File: config.mk
export PLATFORM = sky130hd
export DESIGN_NAME = terminal_graphics_reply_classifier_unit
export DESIGN_NICKNAME = d
export VERILOG_FILES = /design/src/tgrc_pkg.sv /design/src/terminal_graphics_reply_classifier_unit.sv
export SDC_FILE = /design/constraint.sdc
export NUM_CORES = 1
export LEC_CHECK = 0
export ABC_CLOCK_PERIOD_IN_PS = 1800
export BUFFER_PORTS_ARGS = -buffer_cell sky130_fd_sc_hd__buf_2
export CAP_MARGIN = 20
export CORE_UTILIZATION = 45
export CTS_CLUSTER_SIZE = 30
export DETAILED_ROUTE_END_ITERATION = 8
export PLACE_DENSITY = 0.68
export SLEW_MARGIN = 20
export SYNTH_ARGS = -nofsm -noshare
export SYNTH_HDL_FRONTEND = slang
export SYNTH_SLANG_ARGS = --single-unit
export TNS_END_PERCENT = 20
File: constraint.sdc
create_clock -name aclk -period 1.8 [get_ports aclk]
set_clock_uncertainty 0.1 [all_clocks]
set_input_delay 0 -clock aclk [delete_from_list [all_inputs] [get_ports aclk]]
set_output_delay 0 -clock aclk [all_outputs]
set_load 0.05 [all_outputs]
File: src/tgrc_pkg.sv
`timescale 1ns / 1ps

package tgrc_pkg;

    localparam logic [7:0] BYTE_ESC       = 8'h1B;
    localparam logic [7:0] BYTE_UNDERSCORE = 8'h5F;
    localparam logic [7:0] BYTE_G         = 8'h47;
    localparam logic [7:0] BYTE_BACKSLASH = 8'h5C;
    localparam logic [7:0] BYTE_SEMICOLON = 8'h3B;
    localparam logic [7:0] BYTE_O         = 8'h4F;
    localparam logic [7:0] BYTE_K         = 8'h4B;
    localparam logic [7:0] BYTE_LBRACKET  = 8'h5B;
    localparam logic [7:0] BYTE_QUESTION  = 8'h3F;
    localparam logic [7:0] BYTE_FOUR      = 8'h34;
    localparam logic [7:0] BYTE_C         = 8'h63;

    localparam logic [1:0] PREFIX_NONE     = 2'd0;
    localparam logic [1:0] PREFIX_ESC      = 2'd1;
    localparam logic [1:0] PREFIX_SECOND   = 2'd2;
    localparam logic [1:0] PREFIX_COMPLETE = 2'd3;

    localparam logic [1:0] OK_NONE  = 2'd0;
    localparam logic [1:0] OK_SEMI  = 2'd1;
    localparam logic [1:0] OK_O     = 2'd2;

    localparam logic [1:0] TOKEN_EMPTY = 2'd0;
    localparam logic [1:0] TOKEN_FOUR  = 2'd1;
    localparam logic [1:0] TOKEN_OTHER = 2'd2;

    localparam logic [1:0] BACKEND_NONE  = 2'd0;
    localparam logic [1:0] BACKEND_KITTY = 2'd1;
    localparam logic [1:0] BACKEND_SIXEL = 2'd2;

    typedef enum logic [2:0] {
        KITTY_SEARCH = 3'b001,
        KITTY_FRAME  = 3'b010,
        KITTY_CLOSED = 3'b100
    } kitty_phase_t;

    typedef enum logic [2:0] {
        DA_SEARCH = 3'b001,
        DA_PARAMS = 3'b010,
        DA_DONE   = 3'b100
    } da_phase_t;

    // ESC-led three byte prefix matcher; no other ESC in the pattern
    function automatic logic [1:0] prefix_advance(input logic [1:0] prog,
                                                  input logic [7:0] b,
                                                  input logic [7:0] second,
                                                  input logic [7:0] third);
        logic [1:0] res;
        if (prog == PREFIX_ESC && b == second) begin
            res = PREFIX_SECOND;
        end else if (prog == PREFIX_SECOND && b == third) begin
            res = PREFIX_COMPLETE;
        end else if (b == BYTE_ESC) begin
            res = PREFIX_ESC;
        end else begin
            res = PREFIX_NONE;
        end
        return res;
    endfunction

endpackage

File: src/terminal_graphics_reply_classifier_unit.sv
`timescale 1ns / 1ps

// Classifies a terminal reply fed one byte per beat and returns one backend
// code (none, kitty, sixel) for the byte marked final, in the result register
// or, while the sink stalls, the spare one; other bytes give no result.
// One byte is taken every cycle while s_ready is high. A spare register behind
// the result register lets the next reply run on while a result waits to be
// taken. Input stalls only when both hold results. s_ready comes straight from
// a register. Kitty wins over sixel; all state clears after the final byte.
module terminal_graphics_reply_classifier_unit (
    input  logic       aclk,
    input  logic       aresetn,
    input  logic       s_valid,
    output logic       s_ready,
    input  logic [7:0] s_reply_byte,
    input  logic       s_final_byte,
    output logic       m_valid,
    input  logic       m_ready,
    output logic [1:0] m_backend
);

    tgrc_pkg::kitty_phase_t kitty_phase_reg, kitty_phase_next;
    logic [1:0] kitty_prog_reg, kitty_prog_next;
    logic [1:0] ok_prog_reg, ok_prog_next;
    logic       frame_esc_reg, frame_esc_next;
    logic       kitty_found_reg, kitty_found_next;

    tgrc_pkg::da_phase_t da_phase_reg, da_phase_next;
    logic [1:0] da_prog_reg, da_prog_next;
    logic [1:0] token_reg, token_next;
    logic       sixel_found_reg, sixel_found_next;

    logic       m_valid_reg;
    logic [1:0] m_backend_reg, backend_next;
    logic       spare_valid_reg;
    logic [1:0] spare_backend_reg;
    logic       accept;
    logic       load;
    logic [1:0] kitty_adv, da_adv;

    assign s_ready   = !spare_valid_reg;
    assign accept    = s_valid && s_ready;
    assign load      = accept && s_final_byte;
    assign m_valid   = m_valid_reg;
    assign m_backend = m_backend_reg;

    assign kitty_adv = tgrc_pkg::prefix_advance(kitty_prog_reg, s_reply_byte,
                                                tgrc_pkg::BYTE_UNDERSCORE,
                                                tgrc_pkg::BYTE_G);
    assign da_adv    = tgrc_pkg::prefix_advance(da_prog_reg, s_reply_byte,
                                                tgrc_pkg::BYTE_LBRACKET,
                                                tgrc_pkg::BYTE_QUESTION);

    always_comb begin
        kitty_phase_next = kitty_phase_reg;
        kitty_prog_next  = kitty_prog_reg;
        ok_prog_next     = ok_prog_reg;
        frame_esc_next   = frame_esc_reg;
        kitty_found_next = kitty_found_reg;
        unique case (kitty_phase_reg)
            tgrc_pkg::KITTY_SEARCH: begin
                if (kitty_adv == tgrc_pkg::PREFIX_COMPLETE) begin
                    kitty_phase_next = tgrc_pkg::KITTY_FRAME;
                    kitty_prog_next  = tgrc_pkg::PREFIX_NONE;
                    ok_prog_next     = tgrc_pkg::OK_NONE;
                    frame_esc_next   = 1'b0;
                end else begin
                    kitty_prog_next = kitty_adv;
                end
            end
            tgrc_pkg::KITTY_FRAME: begin
                if (frame_esc_reg && s_reply_byte == tgrc_pkg::BYTE_BACKSLASH) begin
                    kitty_phase_next = tgrc_pkg::KITTY_CLOSED;
                    frame_esc_next   = 1'b0;
                    ok_prog_next     = tgrc_pkg::OK_NONE;
                end else begin
                    frame_esc_next = (s_reply_byte == tgrc_pkg::BYTE_ESC);
                    if (ok_prog_reg == tgrc_pkg::OK_SEMI
                            && s_reply_byte == tgrc_pkg::BYTE_O) begin
                        ok_prog_next = tgrc_pkg::OK_O;
                    end else if (ok_prog_reg == tgrc_pkg::OK_O
                            && s_reply_byte == tgrc_pkg::BYTE_K) begin
                        kitty_found_next = 1'b1;
                        ok_prog_next     = tgrc_pkg::OK_NONE;
                    end else if (s_reply_byte == tgrc_pkg::BYTE_SEMICOLON) begin
                        ok_prog_next = tgrc_pkg::OK_SEMI;
                    end else begin
                        ok_prog_next = tgrc_pkg::OK_NONE;
                    end
                end
            end
            tgrc_pkg::KITTY_CLOSED: begin
            end
            default: begin
            end
        endcase
    end

    always_comb begin
        da_phase_next    = da_phase_reg;
        da_prog_next     = da_prog_reg;
        token_next       = token_reg;
        sixel_found_next = sixel_found_reg;
        unique case (da_phase_reg)
            tgrc_pkg::DA_SEARCH: begin
                if (da_adv == tgrc_pkg::PREFIX_COMPLETE) begin
                    da_phase_next = tgrc_pkg::DA_PARAMS;
                    da_prog_next  = tgrc_pkg::PREFIX_NONE;
                    token_next    = tgrc_pkg::TOKEN_EMPTY;
                end else begin
                    da_prog_next = da_adv;
                end
            end
            tgrc_pkg::DA_PARAMS: begin
                if (s_reply_byte == tgrc_pkg::BYTE_C
                        || s_reply_byte == tgrc_pkg::BYTE_SEMICOLON) begin
                    if (token_reg == tgrc_pkg::TOKEN_FOUR) begin
                        sixel_found_next = 1'b1;
                    end
                    token_next = tgrc_pkg::TOKEN_EMPTY;
                    if (s_reply_byte == tgrc_pkg::BYTE_C) begin
                        da_phase_next = tgrc_pkg::DA_DONE;
                    end
                end else if (s_reply_byte == tgrc_pkg::BYTE_FOUR) begin
                    token_next = (token_reg == tgrc_pkg::TOKEN_EMPTY)
                               ? tgrc_pkg::TOKEN_FOUR : tgrc_pkg::TOKEN_OTHER;
                end else begin
                    token_next = tgrc_pkg::TOKEN_OTHER;
                end
            end
            tgrc_pkg::DA_DONE: begin
            end
            default: begin
            end
        endcase
    end

    always_comb begin
        if (kitty_found_next) begin
            backend_next = tgrc_pkg::BACKEND_KITTY;
        end else if (sixel_found_next || (da_phase_next == tgrc_pkg::DA_PARAMS
                && token_next == tgrc_pkg::TOKEN_FOUR)) begin
            backend_next = tgrc_pkg::BACKEND_SIXEL;
        end else begin
            backend_next = tgrc_pkg::BACKEND_NONE;
        end
    end

    always_ff @(posedge aclk) begin
        if (!aresetn || (accept && s_final_byte)) begin
            kitty_phase_reg <= tgrc_pkg::KITTY_SEARCH;
            kitty_prog_reg  <= tgrc_pkg::PREFIX_NONE;
            ok_prog_reg     <= tgrc_pkg::OK_NONE;
            frame_esc_reg   <= 1'b0;
            kitty_found_reg <= 1'b0;
            da_phase_reg    <= tgrc_pkg::DA_SEARCH;
            da_prog_reg     <= tgrc_pkg::PREFIX_NONE;
            token_reg       <= tgrc_pkg::TOKEN_EMPTY;
            sixel_found_reg <= 1'b0;
        end else if (accept) begin
            kitty_phase_reg <= kitty_phase_next;
            kitty_prog_reg  <= kitty_prog_next;
            ok_prog_reg     <= ok_prog_next;
            frame_esc_reg   <= frame_esc_next;
            kitty_found_reg <= kitty_found_next;
            da_phase_reg    <= da_phase_next;
            da_prog_reg     <= da_prog_next;
            token_reg       <= token_next;
            sixel_found_reg <= sixel_found_next;
        end
    end

    // spare holds a second result while the sink stalls
    always_ff @(posedge aclk) begin
        if (!aresetn) begin
            m_valid_reg     <= 1'b0;
            spare_valid_reg <= 1'b0;
        end else if (m_valid_reg && !m_ready) begin
            if (load) begin
                spare_valid_reg <= 1'b1;
            end
        end else if (spare_valid_reg) begin
            m_valid_reg     <= 1'b1;
            spare_valid_reg <= 1'b0;
        end else begin
            m_valid_reg <= load;
        end
    end

    always_ff @(posedge aclk) begin
        if (m_valid_reg && !m_ready) begin
            if (load) begin
                spare_backend_reg <= backend_next;
            end
        end else if (spare_valid_reg) begin
            m_backend_reg <= spare_backend_reg;
        end else if (load) begin
            m_backend_reg <= backend_next;
        end
    end

endmodule
Yosys cells after proc, flatten, opt, wreduce, memory -nomap -nowiden
Index checks and enable logic that the tools add are counted.

Flip-flop bits (word level): 23. Word-level logic and storage cells: 109.

Reduce and logical (&&, ||, !) cells: 27. Eq/ne operators: 28. Muxes and demuxes: 40. Bitwise logic cells: 1.

Operators with widths (number): 8-bit by 7-bit == test with 1-bit output (second input constant) (7); 2-bit 2-to-1 mux (17); 8-bit by 6-bit == test with 1-bit output (second input constant) (3); 3-bit 2-to-1 mux (5); 1-bit 2-to-1 mux (13); 3-bit case mux with 2 select lines (2); 1-bit logical AND (11); 2-bit by 1-bit == test with 1-bit output (second input constant) (5); 2-bit == test (second input constant) (5); 2-bit AND reduction (5); 3-bit by 2-bit == test with 1-bit output (second input constant) (3); 8-bit by 5-bit == test with 1-bit output (second input constant) (1); 2-bit case mux with 2 select lines (2); 3-bit by 1-bit == test with 1-bit output (second input constant) (2); 2-bit != test (second input constant) (2); 4-bit AND reduction (1); 2-bit nonzero test (2); 1-bit logical NOT (3); 1-bit logical OR (3); 3-bit AND reduction (1); 2-bit logical NOT (1); 1-bit case mux with 2 select lines (1); 1-bit inverter (1).

Depth between registers and ports, before layout
Depth after elaboration: 14. Gate-level depth with buffers: 5.

Least setup slack after synthesis
OpenSTA, ideal clock, no wires.

Kind: register to register. Start: reg token_reg[0]. End: reg m_backend_reg[1], in the netlist m_backend[1], data pin. Buffers on the path: 0. Cell stages (with the launch flop): 5. Path slack: 0.310 ns. Data arrival time: 1.238 ns. Path through: dfxtp_1 > nor3_2 > nand3_1 > or4_4 > a31oi_2.

Longest elaborated chain between the ends: 12.

Ends and longest elaborated chain: from (decl) (RTL line terminal_graphics_reply_classifier_unit.sv:30) `logic [1:0] token_reg, token_next;`; from (signal assigned) (RTL line terminal_graphics_reply_classifier_unit.sv:158) `token_reg <= tgrc_pkg::TOKEN_EMPTY;`; from (signal assigned) (RTL line terminal_graphics_reply_classifier_unit.sv:168) `token_reg <= token_next;`; 2-bit logical NOT (RTL line terminal_graphics_reply_classifier_unit.sv:125) `token_next = (token_reg == tgrc_pkg::TOKEN_EMPTY)`; 2-bit 2-to-1 mux (RTL line terminal_graphics_reply_classifier_unit.sv:126) `? tgrc_pkg::TOKEN_FOUR : tgrc_pkg::TOKEN_OTHER;`; 2-bit 2-to-1 mux (RTL line terminal_graphics_reply_classifier_unit.sv:124) `end else if (s_reply_byte == tgrc_pkg::BYTE_FOUR) begin`; 2-bit 2-to-1 mux (RTL line terminal_graphics_reply_classifier_unit.sv:115) `if (s_reply_byte == tgrc_pkg::BYTE_C`; 2-bit case mux with 2 select lines (RTL line terminal_graphics_reply_classifier_unit.sv:104) `unique case (da_phase_reg)`; 2-bit by 1-bit == test with 1-bit output (RTL line terminal_graphics_reply_classifier_unit.sv:142) `&& token_next == tgrc_pkg::TOKEN_FOUR)) begin`; 1-bit logical AND (RTL line terminal_graphics_reply_classifier_unit.sv:142); 1-bit logical OR * (RTL line terminal_graphics_reply_classifier_unit.sv:141) `end else if (sixel_found_next || (da_phase_next == tgrc_pkg::DA_PARAMS`; 2-bit 2-to-1 mux * (RTL line terminal_graphics_reply_classifier_unit.sv:141); 2-bit 2-to-1 mux * (RTL line terminal_graphics_reply_classifier_unit.sv:139) `if (kitty_found_next) begin`; 2-bit 2-to-1 mux * (RTL line terminal_graphics_reply_classifier_unit.sv:197) `end else if (load) begin`; 2-bit 2-to-1 mux * (RTL line terminal_graphics_reply_classifier_unit.sv:195) `end else if (spare_valid_reg) begin`; to (signal assigned) (RTL line terminal_graphics_reply_classifier_unit.sv:196) `m_backend_reg <= spare_backend_reg;`; to (signal assigned) (RTL line terminal_graphics_reply_classifier_unit.sv:198) `m_backend_reg <= backend_next;`; to (decl) (RTL line terminal_graphics_reply_classifier_unit.sv:34) `logic [1:0] m_backend_reg, backend_next;`.

Mark *: on every way between the ends. The rest lies on a longest branch, timed or not. The select of a mux whose other input is x is not followed. A chain may end at the register's enable or synchronous reset.

Worst setup path in the final report
Start: in s_reply_byte[5]. End: reg frame_esc_reg.

Longest elaborated chain between the ends: 7.

Ends and longest elaborated chain: from (decl) (RTL line terminal_graphics_reply_classifier_unit.sv:15) `input logic [7:0] s_reply_byte,`; 8-bit by 5-bit == test with 1-bit output / 8-bit by 7-bit == test with 1-bit output (equally long branches) (RTL line tgrc_pkg.sv:56, terminal_graphics_reply_classifier_unit.sv:77, tgrc_pkg.sv:54); 1-bit 2-to-1 mux / 1-bit logical AND (equally long branches) (RTL line tgrc_pkg.sv:56, tgrc_pkg.sv:54); 2-bit 2-to-1 mux (RTL line tgrc_pkg.sv:54) `end else if (prog == PREFIX_SECOND && b == third) begin`; 2-bit 2-to-1 mux (RTL line tgrc_pkg.sv:52) `if (prog == PREFIX_ESC && b == second) begin`; 2-bit == test (RTL line terminal_graphics_reply_classifier_unit.sv:62) `if (kitty_adv == tgrc_pkg::PREFIX_COMPLETE) begin`; 2-bit != test (no source line); 3-bit AND reduction (no source line); to (signal assigned) (RTL line terminal_graphics_reply_classifier_unit.sv:164) `frame_esc_reg <= frame_esc_next;`; to (decl) (RTL line terminal_graphics_reply_classifier_unit.sv:25) `logic frame_esc_reg, frame_esc_next;`.

Several ways; a longest one is shown, not always the timed one.

==> metrics.csv <==
stage,metric,value,unit
routing,wire length per cell,14.1,um
sta,number of setup violations in the final report,0,
floorplan,die area,0.00315,mm^2
layout,fill count,256,
layout,nets@finish,177,
placement,DPL Wire Length,2080,um
floorplan,Die X,56.1,um
worst_hold_path,hold path cells,4,
synth,post-synth top area share,0.288,
routing,Detailed Routing Iterations Pass 1,4,
synth,"Avg Cell Area, Syn",9.49,um^2
layout,n_diodes,0,
floorplan,# rows,19,
sta,setup TNS,0,ns
outcome,status,finished clean,
global_route,GR Util All Layers,0.193,
clock_network,postcts setup bufs,0,
pwr,maximum vdd drop,500,uV
clock_network,"CTS clk-pin slew, worst paths",0.14,ns
routing,# DRC,0,
placement,number of cells in the design after placement,184,
routing,routed vias/inst,5.79,
clock_network,root buffer cell,clkbuf_4,
worst_hold_path,WHS Endpoint,kitty_prog_reg[1],
setup_path,critical path cell sequence,dlygate4sd3_1 -> buf_2 -> nor4_4 -> dlygate4sd3_1 -> nand4_1 -> mux2i_1,
synth,register area share after synthesis,0.380,
synth,top cell type by total area after synthesis,dfxtp_1,
sta,worst rel slew slack,0.730,
setup_path,RR Endpoint,m_backend[1],
floorplan,Starting Density,0.478,
setup_path,Top delay family on crit path,buffers and inverters,
layout,fin util,0.553,
routing,Final ANT Viol Nets,0,
setup_path,max incr delay on CP,0.63,ns
synth,Syn Std Cell Area,0.00132,mm^2
setup_path,crit path buf inv count,3,
clock_network,Sink Count,23,
synth,Syn. warnings,0,
clock_network,Skew-Pair Late Insertion Delay,0.32,ns
setup_path,"Data arrival, critical path",1.88,ns
synth,largest cells by area after synthesis,"dfxtp_1 (29%), edfxtp_1 (9.1%), nand2_1 (4.0%)",
sta,post-route minimum period,1.72,ns
pwr,total power,0.887,mW
job,MaxCap Viol Count,0,
sta,Worst Tran Pin Value,0.405,ns
synth,Syn Inst Count,139,
floorplan,Die Span Y,56.1,um
layout,area grow syn2layout,15.6,%
placement,GPL Wtd Cong,0.771,
synth,synthesized flop and latch total,23,
global_route,vias in the first global route,1075,
synth,"Distinct cells, synth",53,
sta,unrepaired setup endpoints after global routing,false,
routing,Vias,1124,
global_route,first-pass GRT wire length,4770,um
global_route,pin count of the biggest net entering global routing,14,
floorplan,Core Area,0.00276,mm^2
setup_path,startpoint types,primary input,
synth,top-count cell post-synth,dfxtp_1,
routing,drt initial violations,28,
clock_network,clock buffer depth,2,
layout,Final Non-Filler Cells,194,
clock_network,TritonCTS clock tree,built,
routing,final wirelength,2730,um
setup_path,flop-to-flop setup slack,0.21,ns
setup_path,Crit-path slowest cell,dlygate4sd3_1,
clock_network,CTS Buf Count,3,
setup_path,worst-path fanout max,5,
clock_network,CTS HTree Levels,1,
layout,layout cells sized above 1,0.258,
setup_path,Setup CP Type,in -> reg,
setup_path,origin of the critical flop-to-flop path,token_reg[0],
synth,Commonest cells post-synth,"dfxtp_1 (19), nand2_1 (14), a21oi_1 (8), nor2_1 (8), nand4_1 (7)",
floorplan,I/O pin total,17,
setup_path,crit-path most repeated cell,dlygate4sd3_1,
placement,post-place setup slack,0.238,ns
setup_path,CP Data Required Time,1.97,ns
synth,Main synth FF type,dfxtp_1,
sta,Peak Freq,0.583,GHz
sta,max-slew violations,0,
global_route,initial antenna violation count,0,
sta,fin worst setup slack,0.0839,ns
sta,Hold Fails Final Rpt,0,
synth,"Async S/R FF share, synth",0,
global_route,GRT overflow,0,
setup_path,CP endpoint kind,flip-flop,
synth,Post-synth EDFFs,4,
worst_hold_path,worst min path class,in -> reg,
setup_path,FF-to-FF path depth,4,
pwr,power per cell area,582,mW/mm^2
worst_hold_path,Worst Hold Launch,s_reply_byte[3],
placement,port buffer count,16,
pwr,Leakage,0.547,nW
synth,syn nets,152,
sta,fin crit share,0.953,
-- cells by family after synthesis --
family	after synthesis	synth area share
AOI/OAI and AO/OA	27	0.145
buffers and inverters	7	0.0304
muxes	6	0.0474
DFF	23	0.380
and+or+nand+nor	76	0.398
-- worst max-delay path by stage --
stage / slack (ns) / endpoint / from / cells past startpoint
finish: 0.08 / frame_esc_reg / s_reply_byte[5] / 6
floorplan: 0.31 / m_backend[1] / token_reg[0] / 4
global placement: 0.27 / m_backend[1] / token_reg[0] / 4
detailed placement: 0.24 / m_backend[1] / token_reg[0] / 4
CTS: 0.04 / frame_esc_reg / s_reply_byte[5] / 6
global route: 0.03 / ok_prog_reg[0] / s_reply_byte[5] / 6
-- metal layers --
metal,GRT usage,part of all wire,vias to the layer above
met4,0.0592,0.0084,0
met3,0.0419,0.025,4
met2,0.321,0.49,10
met5,0,0,-
li1,-,-,577
met1,0.248,0.48,533
-- stage by stage --
stage | hold WS (ns) | cell area (um^2)
2_1_floorplan | 0.0538 | 1320
3_3_place_gp | 0.183 | 1430
3_5_place_dp | 0.189 | 1430
4_1_cts | 0.00642 | 1520
5_1_grt | 0.0126 | 1520
6_report | 0.00809 | 1520
-- where the power goes --
part,switching [mW],internal [mW]
clock network,0.161,0.0832
logic,0.0720,0.0441
registers,0.00156,0.526
total,0.234,0.653
-- timing repair --
action	in CTS	in global routing
setup endpoints to repair	0	2
gates resized for setup	0	1
endpoints found under the hold margin	8	0
hold buffers	6	0
-- cell usage in the layout (no fill, tap or decap), types with 2 or more instances in the layout --
cell type and n:
dfxtp_1 19, buf_2 16, nand2_1 14, a21oi_1 8, nor2_1 8, nand4_1 7
dlygate4sd3_1 6, nand2b_1 5, nor2b_1 4, nor3b_2 4, nand3_1 4, mux2i_1 4
edfxtp_1 4, nor3_1 3, clkbuf_4 3, buf_4 3, inv_1 2, mux2_2 2
nand3b_1 2, o21ai_0 2, a31oi_1 2, a21o_1 2, and2_2 2, nand4b_1 2
nor3b_1 2, or3_1 2, nor4_2 2, o2bb2ai_1 2
-- worst register-to-register path: cells and delay by family, from the launching register on --
family | cells | cell delay [ns]
flops | 1 | 0.35
simple gates | 3 | 0.84
compound gates | 1 | 0.17
-- layout make-up --
cell class / count / area (um^2) / share of cell area
sequential: 23 / 500 / 0.328
clock buffer: 3 / 22.5 / 0.0148
tap: 31 / 38.8 / 0.0255
timing repair buffer: 25 / 163 / 0.107
clock inverter: 1 / 5.00 / 0.00328
inverter: 2 / 7.51 / 0.00493
multi-input combinational: 109 / 787 / 0.516
Note: power is estimated with default switching activity, not from simulation.
